## config.mk

```make
export PLATFORM = sky130hd
export DESIGN_NAME = mdr_accum
export DESIGN_NICKNAME = d
export VERILOG_FILES = /design/src/hw/rtl/mdr_pkg.sv /design/src/hw/rtl/mdr_accum.sv
export SDC_FILE = /design/constraint.sdc
export NUM_CORES = 1
export LEC_CHECK = 0
export ABC_CLOCK_PERIOD_IN_PS = 7700
export BUFFER_PORTS_ARGS = -buffer_cell sky130_fd_sc_hd__buf_2
export CORE_MARGIN = 4
export CORE_UTILIZATION = 60
export DETAILED_ROUTE_END_ITERATION = 6
export PLACE_DENSITY_LB_ADDON = 0.1
export SETUP_SLACK_MARGIN = 0.2
export SYNTH_ARGS = -nofsm -noshare
export SYNTH_HDL_FRONTEND = slang
export SYNTH_SLANG_ARGS = --single-unit
```

## constraint.sdc

```tcl
create_clock -name clk -period 7.7 [get_ports clk]
set_input_delay 0.77 -clock clk [delete_from_list [all_inputs] [get_ports clk]]
set_output_delay 0.77 -clock clk [all_outputs]
set_load 0.05 [all_outputs]
```

## src/hw/rtl/mdr_pkg.sv

```systemverilog
// shared types and fixed constants of the mean deviation ratio block
`default_nettype none
package mdr_pkg;

  localparam int RATIO_W   = 24;
  localparam int FRAC_BITS = 16;
  // quotient keeps two bits above the ratio: rounding bit and overflow headroom
  localparam int Q_W       = RATIO_W + 2;

  localparam logic [Q_W-1:0] RATIO_POS_MAX = Q_W'(8388607);
  localparam logic [Q_W-1:0] RATIO_NEG_MAG = Q_W'(8388608);

  typedef struct packed {
    logic clear;
    logic rd_en;
  } acc_ctrl_t;

  typedef struct packed {
    logic           done;
    logic           ovf;
    logic [Q_W-1:0] q;
  } div_res_t;

endpackage
`default_nettype wire

```

## src/hw/rtl/mdr_accum.sv

```systemverilog
// deviation pipeline: N*x, minus S, absolute value into the accumulator
`default_nettype none
module mdr_accum
  import mdr_pkg::*;
#(
  parameter int SAMPLE_BITS = 16,
  parameter int CNT_W       = 11
) (
  input  wire logic                                   clk,
  input  wire logic                                   rst_n,
  input  wire acc_ctrl_t                              ctrl_i,
  input  wire logic        [CNT_W-1:0]                n_i,
  input  wire logic signed [SAMPLE_BITS+CNT_W-1:0]    s_i,
  input  wire logic signed [SAMPLE_BITS-1:0]          rdata_i,
  output logic             [SAMPLE_BITS+2*CNT_W+1:0]  acc_o,
  output logic                                        busy_o
);

  localparam int SUM_W  = SAMPLE_BITS + CNT_W;
  localparam int PROD_W = SUM_W + 1;
  localparam int DIFF_W = SUM_W + 2;
  localparam int ACC_W  = DIFF_W + CNT_W;

  logic                     v1_r, v2_r, v3_r;
  logic signed [PROD_W-1:0] prod_nxt, prod_r;
  logic signed [DIFF_W-1:0] diff_nxt, diff_r;
  logic        [ACC_W-1:0]  diff_ext;
  logic        [ACC_W-1:0]  acc_nxt, acc_r;

  assign prod_nxt = $signed({1'b0, n_i}) * rdata_i;
  assign diff_nxt = DIFF_W'(prod_r) - DIFF_W'(s_i);
  assign diff_ext = ACC_W'(diff_r);
  // subtracting a negative difference adds its magnitude
  assign acc_nxt  = diff_r[DIFF_W-1] ? acc_r - diff_ext : acc_r + diff_ext;

  always_ff @(posedge clk) begin
    if (!rst_n) begin
      v1_r <= 1'b0;
      v2_r <= 1'b0;
      v3_r <= 1'b0;
    end else begin
      v1_r <= ctrl_i.rd_en;
      v2_r <= v1_r;
      v3_r <= v2_r;
    end
  end

  always_ff @(posedge clk) begin
    prod_r <= prod_nxt;
    diff_r <= diff_nxt;
    if (ctrl_i.clear) begin
      acc_r <= '0;
    end else if (v3_r) begin
      acc_r <= acc_nxt;
    end
  end

  assign acc_o  = acc_r;
  assign busy_o = v1_r | v2_r | v3_r;

endmodule
`default_nettype wire

```

==> summary.md <==
| Metric | Value |
|---|---|
| Worst Skew | `0.0123 ns` |
| CP most frequent cell | `fa_1` |
| Seq/Total Area, Yosys | `0.149` |
| Synthesized area | `0.0134 sq mm` |
| WL final | `28200 um` |
| Clock Tree Buf Depth | `2` |
| Synth async-reset ratio | `0` |
| Hold buffer count at cts | `0` |
| Crit path cell chain | `buf_2 > nand2_1 > fa_1 > inv_1 > fa_1 > fa_1 > fa_1 > inv_1 > fa_1 > inv_1 > ha_1 > a21o_1 > a21o_1 > a21oi_1 > o21bai_1 > or3_1 > nor3_1 > o31ai_1 > nor2_1 > o21ai_0 > xor2_1` |
| Slowest stage cell, crit path | `fa_1` |
| Core Area | `0.0219 sq mm` |
| Internal power | `0.00293 W` |
| Stages on worst setup path | `21` |
| Post-Synth XOR/XNOR Area | `0.0665` |
| Largest family of logic cells by synthesized area | `adder cells` |
| GPL Wtd Cong | `0.897` |
| RSZ-0062 raised after global routing | `no` |
| Syn Area/Cell | `8.25 sq um` |
| Maxcap violations | `0` |
| Starting Density | `0.614` |
| CP required | `7.95 ns` |
| Synth Area in Adders | `0.364` |
| Post-synthesis compound-gate area fraction | `0.135` |
| Die H | `158 um` |
| Layout overhead on the synthesized area | `7.21%` |
| Post-route ant nets | `0` |
| Syn Nets | `1979` |
| R2R depth | `18` |
| Initial DRC Count | `379` |
| Pins over their slew limit | `0` |
| Setup WS pre-CTS | `1.51 ns` |
| Number of enable flip-flop cells after synthesis | `0` |
| Comb power frac | `0.768` |
| Power, Total | `0.00576 W` |
| Leak | `7.50 nW` |
| Critical path's largest stage delay | `0.54 ns` |
| Crit path launch | `n_i[8]` |
| Worst skew pair latency | `0.36 ns` |
| Clk sink count | `100` |
| CP bufs+invs | `4` |
| Slew margin rel. | `0.536` |
| Top post-synthesis cells by area | `fa_1, dfxtp_1, ha_1, inv_1, nand2_1` |
| Cell count after synthesis | `1628` |
| Hold Path Class | `reg2reg` |
| Detailed-route wire length per cell | `14.4 um` |
| Critical path class | `in2reg` |
| Critical R2R Launch | `diff_r[3]` |
| Drt pass-1 iters | `4` |
| Switching power share of the total | `0.491` |
| Slew @ Worst Pin | `0.690 ns` |
| GRT Total Usage | `0.237` |
| Die width | `158 um` |
| I/O Pins | `99` |
| Worst hold stages | `1` |
| Setup ws final | `1.86 ns` |
| Cell Rows | `54` |
| Synthesis-stage register bit count | `100` |
| Initial antenna violation count | `0` |
| Simple-gate share of the synthesized area | `0.173` |
| CTS root buffer | `clkbuf_16` |
| Residual DRC | `0` |
| Worst-path fanout max | `16` |
| DP HPWL | `23600 um` |
| H-tree levels | `3` |
| Full die area | `0.0248 sq mm` |
| Power share of the sequential group | `0.147` |
| Final cell count without fillers | `1965` |
| Fillcell total | `1939` |
| Max Freq | `171 MHz` |
| Final count of hold timing violations | `0` |
| Clk pin slew, worst setup/hold paths | `0.08 ns` |
| First-pass GRT wire length | `48600 um` |
| Peak supply drop | `0.207 mV` |
| Top cell type's share of synthesized area | `0.243` |
| Share of cells above drive strength 1 | `0.0777` |
| Run status | `complete, no violations` |
| Vias in the first global route | `10600` |
| CTS tree | `yes` |
| Post-CTS setup buffer count | `0` |
| P_sw | `0.00283 W` |
| Family with the most delay on the worst path | `adder cells` |
| Synth cell types | `63` |
| Most common cell in the netlist | `inv_1` |
| Pin count of the biggest net entering global routing | `52` |
| Synth area leader | `fa_1` |
| Mux cell area share after synthesis | `0.0157` |
| DP Cell Count | `1949` |
| Worst Setup End Kind | `register` |
| Warning count from the yosys run | `0` |
| Synth top cells by count | `inv_1, nand2_1, fa_1, ha_1, nor2_1` |
| CP Launch Type | `input pin` |
| IO Port Bufs | `98` |
| # resized after CTS | `0` |
| Final Critical Period | `5.84 ns` |
| GR Overflow Total | `0` |
| Power Dens Cells | `400 mW/mm^2` |
| Dominant synthesized flop cell | `dfxtp_1` |
| Part of the power in the clock network | `0.085` |
| Crit share post-route | `0.758` |
| Post-route setup TNS | `0 ns` |
| Final Hold Slack | `0.450 ns` |
| ANT cells | `0` |
| Cts bufs inserted | `9` |
| Final setup fails | `0` |
| Vias per inst | `5.41` |
| Nets | `2031` |
| Via count | `10600` |
| Arr. time, crit path | `6.09 ns` |
| Hold path startpoint | `v2_r` |
==> cell type report <==
| class | count | area [sq um] | area share |
|---|---|---|---|
| multi-input cells | 1181 | 10100 | 0.703 |
| clock inverters | 7 | 105 | 0.00730 |
| flip-flops and latches | 100 | 2000 | 0.139 |
| clock buffers | 9 | 225 | 0.0156 |
| inverters | 287 | 1080 | 0.0748 |
| well taps | 280 | 350 | 0.0243 |
| repair buffers | 101 | 513 | 0.0356 |
==> registers in the layout (all words and copies together), names as in the netlist <==
register / flops
v1_r: 1
diff_r: 29
acc_o: 40
prod_r: 28
v2_r: 1
v3_r: 1
==> power by group through the flow <==
stage               Combinational (W)  Sequential (W)  Clock (W)
CTS                           0.00445        0.000846   0.000501
global route                  0.00506        0.000864   0.000518
floorplan                     0.00357        0.000880          0
global placement              0.00431        0.000855          0
finish                        0.00442        0.000845   0.000490
detailed placement            0.00443        0.000859          0
==> layout by cell type (no fill, tap or decap), drive strengths merged, types with 42 or more instances in the layout <==
| cell type | instances |
|---|---|
| nand2 | 166 |
| dfxtp | 100 |
| inv | 288 |
| and2 | 65 |
| a21oi | 94 |
| o21ai | 42 |
| a21o | 50 |
| xnor2 | 71 |
| ha | 130 |
| buf | 101 |
| nor2 | 112 |
| fa | 163 |
==> stage by stage <==
stage	util	instance area, sq um
6_report	0.658	14400
5_1_grt	0.658	14400
3_3_place_gp	0.643	14100
3_5_place_dp	0.643	14100
4_1_cts	0.658	14400
2_1_floorplan	-	13400
==> per-layer routing <==
metal	up-vias	share of wire	global-route usage
met4	0	0.014	0.0549
met5	-	0	0
met3	31	0.048	0.0219
met1	5001	0.45	0.316
met2	240	0.49	0.420
li1	5352	-	-
==> cell families after synthesis <==
| family | count (synthesis) |
|---|---|
| AND/OR/NAND/NOR | 484 |
| buffers and inverters | 347 |
| adder cells (fa/ha/maj) | 293 |
| AO/OA/AOI/OAI | 281 |
| XOR/XNOR | 102 |
| flip-flops | 100 |
| multiplexers | 21 |
==> path summary, 6_finish.rpt <==
path	endpoint	slack [ns]
hold / removal	v3_r	0.45
setup / recovery	prod_r[26]	1.86
hold reg to reg	v3_r	0.45
setup reg to reg	acc_o[35]	3.08
Note: power is estimated with default switching activity, not from simulation.
