$ cat config.mk
export PLATFORM = sky130hd
export DESIGN_NAME = mdr_div
export DESIGN_NICKNAME = d
export VERILOG_FILES = /design/src/hw/rtl/mdr_pkg.sv /design/src/hw/rtl/mdr_div.sv
export SDC_FILE = /design/constraint.sdc
export NUM_CORES = 1
export LEC_CHECK = 0
export ABC_AREA = 1
export BUFFER_PORTS_ARGS = -buffer_cell sky130_fd_sc_hd__buf_2
export CORE_MARGIN = 4
export CORE_UTILIZATION = 58
export DETAILED_ROUTE_END_ITERATION = 8
export PLACE_DENSITY = 0.8
export SLEW_MARGIN = 20
export SYNTH_ARGS = -nofsm -noshare
export SYNTH_HDL_FRONTEND = slang
export SYNTH_SLANG_ARGS = --single-unit
$ cat constraint.sdc
create_clock -name clk -period 2.97 [get_ports clk]
set_input_delay 0.1485 -clock clk [delete_from_list [all_inputs] [get_ports clk]]
set_output_delay 0.1485 -clock clk [all_outputs]
set_load 0.005 [all_outputs]
$ cat src/hw/rtl/mdr_pkg.sv
// shared types and fixed constants of the mean deviation ratio block
`default_nettype none
package mdr_pkg;

  localparam int RATIO_W   = 24;
  localparam int FRAC_BITS = 16;
  // quotient keeps two bits above the ratio: rounding bit and overflow headroom
  localparam int Q_W       = RATIO_W + 2;

  localparam logic [Q_W-1:0] RATIO_POS_MAX = Q_W'(8388607);
  localparam logic [Q_W-1:0] RATIO_NEG_MAG = Q_W'(8388608);

  typedef struct packed {
    logic clear;
    logic rd_en;
  } acc_ctrl_t;

  typedef struct packed {
    logic           done;
    logic           ovf;
    logic [Q_W-1:0] q;
  } div_res_t;

endpackage
`default_nettype wire

$ cat src/hw/rtl/mdr_div.sv
// restoring divider, one quotient bit per cycle, quotient overflow is sticky
`default_nettype none
module mdr_div
  import mdr_pkg::*;
#(
  parameter int ACC_W = 40,
  parameter int DEN_W = 38
) (
  input  wire logic             clk,
  input  wire logic             rst_n,
  input  wire logic             start_i,
  input  wire logic [ACC_W-1:0] dvd_i,
  input  wire logic [DEN_W-1:0] den_i,
  output div_res_t              res_o
);

  localparam int DVD_W  = ACC_W + FRAC_BITS + 1;
  localparam int STEP_W = $clog2(DVD_W + 1);

  logic              busy_r, done_r, ovf_r;
  logic [STEP_W-1:0] step_r;
  logic [DVD_W-1:0]  dvd_r;
  logic [DEN_W-1:0]  den_r, rem_r, rem_nxt;
  logic [Q_W-1:0]    q_r;
  logic [DEN_W:0]    rem_sh, rem_sub;
  logic              q_bit;

  assign rem_sh  = {rem_r, dvd_r[DVD_W-1]};
  assign rem_sub = rem_sh - {1'b0, den_r};
  assign q_bit   = rem_sh >= {1'b0, den_r};
  assign rem_nxt = q_bit ? rem_sub[DEN_W-1:0] : rem_sh[DEN_W-1:0];

  always_ff @(posedge clk) begin
    if (!rst_n) begin
      busy_r <= 1'b0;
      done_r <= 1'b0;
    end else if (start_i) begin
      busy_r <= 1'b1;
      done_r <= 1'b0;
    end else if (busy_r && step_r == STEP_W'(1)) begin
      busy_r <= 1'b0;
      done_r <= 1'b1;
    end
  end

  always_ff @(posedge clk) begin
    if (start_i) begin
      // dividend carries the fraction bits and the rounding bit below D
      dvd_r  <= {dvd_i, {(FRAC_BITS + 1){1'b0}}};
      den_r  <= den_i;
      rem_r  <= '0;
      q_r    <= '0;
      ovf_r  <= 1'b0;
      step_r <= STEP_W'(DVD_W);
    end else if (busy_r) begin
      dvd_r  <= {dvd_r[DVD_W-2:0], 1'b0};
      rem_r  <= rem_nxt;
      q_r    <= {q_r[Q_W-2:0], q_bit};
      ovf_r  <= ovf_r | q_r[Q_W-1];
      step_r <= step_r - STEP_W'(1);
    end
  end

  assign res_o.done = done_r;
  assign res_o.ovf  = ovf_r;
  assign res_o.q    = q_r;

endmodule
`default_nettype wire

==> results.rst, run 1 <==
.. list-table::
   :header-rows: 1

   * - Metric
     - Value
   * - Status
     - complete, no violations
   * - Final Net Count
     - 1560
   * - Top flip-flop cell by instance count after synthesis
     - edfxtp_1
   * - Final Routed Wirelength
     - 26400 um
   * - Antenna Violating Nets Remaining
     - 0
   * - Share of synthesized flip-flops with an asynchronous set or reset
     - 0
   * - Setup Buffers After CTS
     - 0
   * - DRC Markers
     - 0
   * - Die Footprint
     - 0.0177 mm^2
   * - Startpoint-to-endpoint class of the critical path
     - register to register
   * - Final critical-path share of the clock period
     - 0.859
   * - Fmax
     - 0.392 GHz
   * - Number of flops mapped to enable cells by yosys
     - 78
   * - Commonest cells after routing, fill and taps aside
     - nand2_1, inv_1, buf_2
   * - Most frequent CP cell
     - nand2_1
   * - Power per unit of standard cell area
     - 464 mW/mm^2
   * - # Max-Cap Violations
     - 0
   * - Number of failing hold endpoints at the final stage
     - 0
   * - Worst hold path depth
     - 3
   * - Crit Path Max Fanout
     - 16
   * - Synth Cell Area
     - 0.00908 mm^2
   * - GR Overflow Total
     - 0
   * - CP max-delay cell
     - ha_1
   * - Kind of end point of the critical path
     - register
   * - Non-Filler Cell Area, Final
     - 0.0110 mm^2
   * - Share of layout cells above drive strength 1
     - 0.129
   * - Chip Width
     - 133 um
   * - Area added between synthesis and finish
     - 21.4%
   * - Worst path cell trace
     - inv_1, ha_1, nand2_1, nand2_1, nand2_1, nand2_1, nor2_1, nand2_1, a21oi_2, nand4_4, buf_4, a21oi_1, o21ai_1, nand2_1
   * - Number of antenna violations at the first check in global routing
     - 2
   * - HPWL after detailed placement
     - 16900 um
   * - DP Cell Count
     - 1561
   * - Worst min-delay path startpoint
     - dvd_i[1]
   * - Largest net degree at the start of global routing
     - 64
   * - Drt pass-1 iters
     - 8
   * - Die height
     - 133 um
   * - Initial Utilization
     - 0.595
   * - Core ar.
     - 0.0153 mm^2
   * - Synthesized area per cell
     - 7.15 um^2
   * - Clock slew at the register clock pins of the worst setup and hold paths
     - 70 ps
   * - Max_slew headroom
     - 0.284
   * - Setup repair after global routing missed its margin
     - false
   * - Final routed wire length divided by cell count
     - 15.9 um
   * - Vias
     - 8854
   * - Cells on worst reg2reg path
     - 14
   * - Required time of the critical path
     - 3340 ps
   * - CTS Buf Count
     - 17
   * - Total clock sinks
     - 151
   * - Number of warnings issued by yosys
     - 0
   * - Area after DPL
     - 0.00975 mm^2
   * - Worst VDD drop
     - 0.484 mV
   * - Top cells by area in the synthesized netlist
     - edfxtp_1, nand2_1, dfxtp_1, inv_1, ha_1
   * - Wire length of the first global-routing pass
     - 42800 um
   * - Portion of synthesized cell area occupied by the leading cell type
     - 0.258
   * - Slew of the pin with the lowest slew margin
     - 1070 ps
   * - Total of flip-flops plus latches after synthesis
     - 151
   * - Total routing usage reported by global routing
     - 0.300
   * - Leading cell type in the layout, fill and taps excluded
     - nand2_1
   * - Detail-routed via count per cell
     - 5.32
   * - Final critical-path setup slack
     - 419 ps
   * - Clock skew after layout
     - 9.77 ps
   * - Placement Setup Slack
     - 529 ps
   * - CTS HTree Levels
     - 4
   * - Critical path's top delay family
     - simple AND/OR/NAND/NOR gates
   * - Number of rows created at floorplan
     - 45
   * - Syn Nets
     - 1391
   * - Fin Setup TNS
     - 0 ps
   * - Register area share after synthesis
     - 0.419
   * - Cell type with the largest total area after synthesis
     - edfxtp_1
   * - Worst path max stage delay
     - 410 ps
   * - Maximum root-to-sink buffer count
     - 2
   * - Clock latency at the later pin of the worst-skew pair
     - 430 ps
   * - I/O pin count
     - 109
   * - Filler cell count
     - 1204
   * - Vias in the first global route
     - 8797
   * - Share of the core filled with cells in the final layout
     - 0.722
   * - Number of failing setup endpoints in the final timing report
     - 0
   * - Leak pwr
     - 5.73 nW
   * - Post-Layout Cell Count
     - 1664
   * - Worst-case hold slack
     - 1.74 ps
   * - Instance count of the mapped netlist
     - 1269
   * - Library cell used as clock root buffer
     - clkbuf_16
   * - Clock tree from TritonCTS
     - done
   * - Type of element launching the critical path
     - register
   * - Unique cell type count in the Yosys netlist
     - 44
   * - Crit path arrival time
     - 2920 ps
   * - Type of the most critical hold path
     - primary input to register
   * - Crit path buf inv count
     - 2
   * - Startpoint of the worst register-to-register path
     - den_r[36]
   * - Hold-critical path endpoint
     - dvd_r[18]
   * - Total power draw
     - 5.11 mW
   * - Port bufs
     - 108
   * - Max-slew violation count
     - 0
   * - Final Critical Period
     - 2550 ps
   * - Terminus of the critical flop-to-flop path
     - rem_r[16]
   * - Placer congestion estimate
     - 1.01
   * - Drt first-iter violations
     - 820
   * - Reg-to-reg setup timing slack
     - 420 ps
## flip-flops by register name, summed over array words and instances, names as in the netlist
register	flops
dvd_r	40
den_r	38
rem_r	38
q_r	26
step_r	6
busy_r	1
done_r	1
ovf_r	1
## cell usage after synthesis, types with 2 or more instances
| cell type | n |
|---|---|
| a21oi_1 | 35 |
| a21oi_2 | 3 |
| buf_1 | 4 |
| buf_2 | 4 |
| buf_4 | 5 |
| buf_6 | 3 |
| buf_8 | 3 |
| clkbuf_1 | 17 |
| clkinv_1 | 2 |
| dfxtp_1 | 73 |
| edfxtp_1 | 78 |
| ha_1 | 40 |
| inv_1 | 206 |
| inv_2 | 6 |
| nand2_1 | 465 |
| nand2_2 | 13 |
| nand2_4 | 2 |
| nand3_1 | 70 |
| nand3_2 | 3 |
| nand3b_1 | 4 |
| nand4_1 | 37 |
| nor2_1 | 93 |
| nor2_2 | 8 |
| nor3_1 | 5 |
| nor4_1 | 2 |
| o21a_1 | 2 |
| o21ai_0 | 14 |
| o21ai_1 | 10 |
| o21bai_1 | 8 |
| o22ai_1 | 25 |
| or2_1 | 2 |
| xnor2_1 | 8 |
| xor2_1 | 8 |
## worst register-to-register path: cells and delay by family (launching register included)
kind,cells,cell delay (ps)
flops,1,340
simple gates,8,900
fa+ha+maj,1,410
buf+inv,2,360
compound gates,3,490
## per-layer routing
metal,GRT usage,routed length (um),part of all wire
met1,0.373,10600,0.40
met2,0.508,12800,0.48
met3,0.0642,2130,0.080
met4,0.124,936,0.035
met5,0,0,0
## area by class of cell
| cell class | count | area, um^2 | area share |
|---|---|---|---|
| antenna | 2 | 5.00 | 0.000454 |
| clock buffer | 19 | 433 | 0.0393 |
| clock inverter | 13 | 138 | 0.0125 |
| inverter | 214 | 803 | 0.0729 |
| multi-input combinational | 868 | 4250 | 0.386 |
| sequential | 151 | 3800 | 0.345 |
| tap | 211 | 264 | 0.0240 |
| timing repair buffer | 186 | 1310 | 0.119 |
## cells by family after synthesis
| family | Yosys count | synth area share |
|---|---|---|
| xor gates and xnor gates | 16 | 0.0154 |
| DFF | 151 | 0.419 |
| adders and majority gates | 41 | 0.0573 |
| buffers and inverters | 250 | 0.112 |
| AOI/OAI and AO/OA | 101 | 0.0645 |
| and+or+nand+nor | 710 | 0.331 |
## repair_timing
| action | CTS | global route |
|---|---|---|
| hold endpoints to repair | 70 | 0 |
| hold buffers | 69 | 0 |
| gates resized for setup | 0 | 0 |
## how the worst max path moves through the flow
stage	startpoint	depth (start not counted)	slack (ps)	to
finish	den_r[36]	14	420	rem_r[16]
global route	den_r[17]	17	260	rem_r[6]
CTS	den_r[36]	14	430	rem_r[16]
detailed placement	den_r[27]	13	530	rem_r[6]
global placement	den_r[27]	12	580	rem_r[1]
floorplan	busy_r	3	690	dvd_r[17]
## report_power, final
part / internal, mW / total (mW) / leakage, nW / switching, mW
clock network: 1.18 / 2.15 / 0.267 / 0.973
logic: 0.230 / 0.608 / 4.09 / 0.378
registers: 2.31 / 2.35 / 1.37 / 0.0346
(Power assumes the default switching activity.)
==> run 2, diff against run 1 <==
--- a/config.mk
+++ b/config.mk
@@ -8,9 +8,10 @@
 export ABC_AREA = 1
 export BUFFER_PORTS_ARGS = -buffer_cell sky130_fd_sc_hd__buf_2
 export CORE_MARGIN = 4
-export CORE_UTILIZATION = 58
+export CORE_UTILIZATION = 53
 export DETAILED_ROUTE_END_ITERATION = 8
-export PLACE_DENSITY = 0.8
+export GPL_TIMING_DRIVEN = 0
+export PLACE_DENSITY = 0.77
 export SLEW_MARGIN = 20
 export SYNTH_ARGS = -nofsm -noshare
 export SYNTH_HDL_FRONTEND = slang
==> constraint.sdc (replaced) <==
create_clock -name clk -period 2.2 [get_ports clk]
set_input_delay 0.11 -clock clk [delete_from_list [all_inputs] [get_ports clk]]
set_output_delay 0.11 -clock clk [all_outputs]
set_load 0.005 [all_outputs]
==> results.rst, run 2 (same netlist as run 1, synthesis figures left out) <==
.. list-table::
   :header-rows: 1

   * - Metric
     - Value
   * - Number of failing setup endpoints in the final timing report
     - 1 (was 0)
   * - Reg with most FFs
     - dvd_r (unchanged)
   * - Port bufs
     - 108 (unchanged)
   * - Clock tree from TritonCTS
     - done (unchanged)
   * - CTS Buf Count
     - 17 (unchanged)
   * - Top routing layer in use
     - met4 (unchanged)
   * - Power per unit of standard cell area
     - 558 mW/mm^2 (was 464 mW/mm^2)
   * - Failing checks
     - setup timing
   * - Type of the most critical hold path
     - primary input to register (unchanged)
   * - Final critical-path share of the clock period
     - 1.00 (was 0.859)
   * - Die Footprint
     - 0.0193 mm^2 (was 0.0177 mm^2)
   * - Max-slew violation count
     - 0 (unchanged)
   * - Vias
     - 9326 (was 8854)
   * - Area after DPL
     - 0.00989 mm^2 (was 0.00975 mm^2)
   * - Number of antenna violations at the first check in global routing
     - 0 (was 2)
   * - Share of total power in the clock network
     - 0.402 (was 0.421)
   * - Worst-case hold slack
     - 379 ps (was 1.74 ps)
   * - Commonest cells after routing, fill and taps aside
     - nand2_1, inv_1, buf_2 (unchanged)
   * - Initial Utilization
     - 0.543 (was 0.595)
   * - Chip Width
     - 139 um (was 133 um)
   * - Library cell used as clock root buffer
     - clkbuf_16 (unchanged)
   * - Worst VDD drop
     - 0.694 mV (was 0.484 mV)
   * - Leak pwr
     - 6.18 nW (was 5.73 nW)
   * - Max_slew headroom
     - 0.472 (was 0.284)
   * - Drt first-iter violations
     - 720 (was 820)
   * - Fmax
     - 0.454 GHz (was 0.392 GHz)
   * - Power share of the sequential group
     - 0.446 (was 0.460)
   * - Required time of the critical path
     - 2530 ps (was 3340 ps)
   * - Total routing usage reported by global routing
     - 0.298 (was 0.300)
   * - DRC Markers
     - 0 (unchanged)
   * - Fin Setup TNS
     - -2.20 ps (was 0 ps)
   * - Non-Filler Cell Area, Final
     - 0.0128 mm^2 (was 0.0110 mm^2)
   * - Routed metal-1 wire length
     - 12400 um (was 10600 um)
   * - Switching Power
     - 2.06 mW (was 1.39 mW)
   * - Leading cell type in the layout, fill and taps excluded
     - nand2_1 (unchanged)
   * - Antenna Violating Nets Remaining
     - 0 (unchanged)
   * - Detail-routed via count per cell
     - 5.33 (was 5.32)
   * - Status
     - complete, but fails checks (was complete, no violations)
   * - Startpoint-to-endpoint class of the critical path
     - register to register (unchanged)
   * - Final routed wire length divided by cell count
     - 17.3 um (was 15.9 um)
   * - Share of layout cells above drive strength 1
     - 0.294 (was 0.129)
   * - Vias in the first global route
     - 9312 (was 8797)
   * - CTS HTree Levels
     - 4 (unchanged)
   * - Gate power share
     - 0.152 (was 0.119)
   * - Slew of the pin with the lowest slew margin
     - 792 ps (was 1070 ps)
   * - Number of rows created at floorplan
     - 47 (was 45)
   * - HPWL after detailed placement
     - 19500 um (was 16900 um)
   * - Core ar.
     - 0.0167 mm^2 (was 0.0153 mm^2)
   * - Die height
     - 139 um (was 133 um)
   * - Setup repair after global routing missed its margin
     - true (was false)
   * - Type of element launching the critical path
     - register (unchanged)
   * - Biggest registers after layout
     - dvd_r: 40 flops, den_r: 38 flops, rem_r: 38 flops (unchanged)
   * - Clock skew after layout
     - 10.1 ps (was 9.77 ps)
   * - Drt pass-1 iters
     - 7 (was 8)
   * - Placer congestion estimate
     - 0.999 (was 1.01)
   * - Largest net degree at the start of global routing
     - 50 (was 64)
   * - Post-Layout Cell Count
     - 1749 (was 1664)
   * - Final Critical Period
     - 2200 ps (was 2550 ps)
   * - Flip-flop count of the largest register after layout
     - 40 (unchanged)
   * - Final Net Count
     - 1637 (was 1560)
   * - Maximum root-to-sink buffer count
     - 2 (unchanged)
   * - Total power draw
     - 7.13 mW (was 5.11 mW)
   * - Final critical-path setup slack
     - -2.20 ps (was 419 ps)
   * - Crit path arrival time
     - 2530 ps (was 2920 ps)
   * - Kind of end point of the critical path
     - register (unchanged)
   * - Crit Path Max Fanout
     - 6 (was 16)
   * - # Max-Cap Violations
     - 0 (unchanged)
   * - Switching Share
     - 0.288 (was 0.271)
   * - I/O pin count
     - 109 (unchanged)
   * - Met2 WL
     - 14600 um (was 12800 um)
   * - Met3 wire len
     - 2130 um (about the same)
   * - GR Overflow Total
     - 0 (unchanged)
   * - Number of failing hold endpoints at the final stage
     - 0 (unchanged)
   * - Internal power
     - 5.07 mW (was 3.73 mW)
   * - Clock slew at the register clock pins of the worst setup and hold paths
     - 70 ps (about the same)
   * - Final Routed Wirelength
     - 30300 um (was 26400 um)
   * - DP Cell Count
     - 1597 (was 1561)
   * - Area added between synthesis and finish
     - 40.8% (was 21.4%)
   * - Clock latency at the later pin of the worst-skew pair
     - 430 ps (about the same)
   * - Wire length of the first global-routing pass
     - 46400 um (was 42800 um)
   * - Total clock sinks
     - 151 (unchanged)
-- run 2: cell count changes in the layout (fill, tap and decap cells not counted), moves of 23 or more --
cell and delta:
nand2_4 +23, inv_1 -39, nand2_2 +64, ha_1 -37
ha_4 +37, buf_4 +31, inv_2 +38, nand2_1 -88
-- run 2: final timing paths --
check,start,slack [ps],cells past startpoint,to
worst max-delay path,den_r[8],-2,18,rem_r[19]
worst min-delay path,start_i,380,1,den_r[9]
worst max register to register,den_r[8],-2,18,rem_r[19]
worst min register to register,rem_r[37],480,2,rem_r[37]
-- run 2: layer usage --
layer  global-route usage  up-vias
met4                0.129        0
met5                    0        -
met1                0.380     4365
met2                0.490      366
li1                     -     4514
met3               0.0641       81
-- run 2: critical path, stage by stage (launching register included) --
cell       delay, ps
edfxtp_1         380
inv_2             90
ha_4             230
nand2_2           70
nand2_2           70
nand2_2          100
nand2_4           70
nand2_2           70
nand2_2           60
nand2_2           80
nand2_2           60
nand2_2           70
nand4_4          150
buf_8            200
clkbuf_16        170
nand3_2           60
nand3_2           60
nand2_1           70
inv_1             40
-- run 2: cell type report --
type / count / area, um^2
Buffer: 34 / 221
Clock inverter: 14 / 136
Sequential cell: 151 / 3800
Clock buffer: 18 / 429
Timing Repair Buffer: 229 / 1710
Antenna cell: 1 / 2.50
Inverter: 214 / 807
Multi-Input combinational cell: 868 / 5390
Fill cell: 1175 / 3920
Tap cell: 220 / 275
-- run 2: power by group through the flow --
stage | combinational (mW) | sequential (mW) | clock, mW
after floorplan | 0.455 | 3.22 | 0
after global placement | 0.691 | 3.23 | 0
final | 1.08 | 3.18 | 2.86
after CTS | 0.934 | 3.17 | 2.86
after global routing | 1.17 | 3.19 | 3.02
after detailed placement | 0.702 | 3.23 | 0
-- run 2: metrics by stage --
step | utilization | setup WS, ps
detailed placement | 0.592 | -879
global route | 0.765 | -123
finish | 0.765 | -2.20
CTS | 0.719 | 0.731
floorplan | - | 239
global placement | 0.592 | -787
-- run 2: timing repair --
item                                   4_1_cts  5_1_grt
setup endpoints to repair                   87       62
endpoints found under the hold margin       80        0
resized for setup                          115      177
buffers inserted                            17       23
hold buffers                                79        0
pin swaps                                   21       72
gates cloned                                 1        2
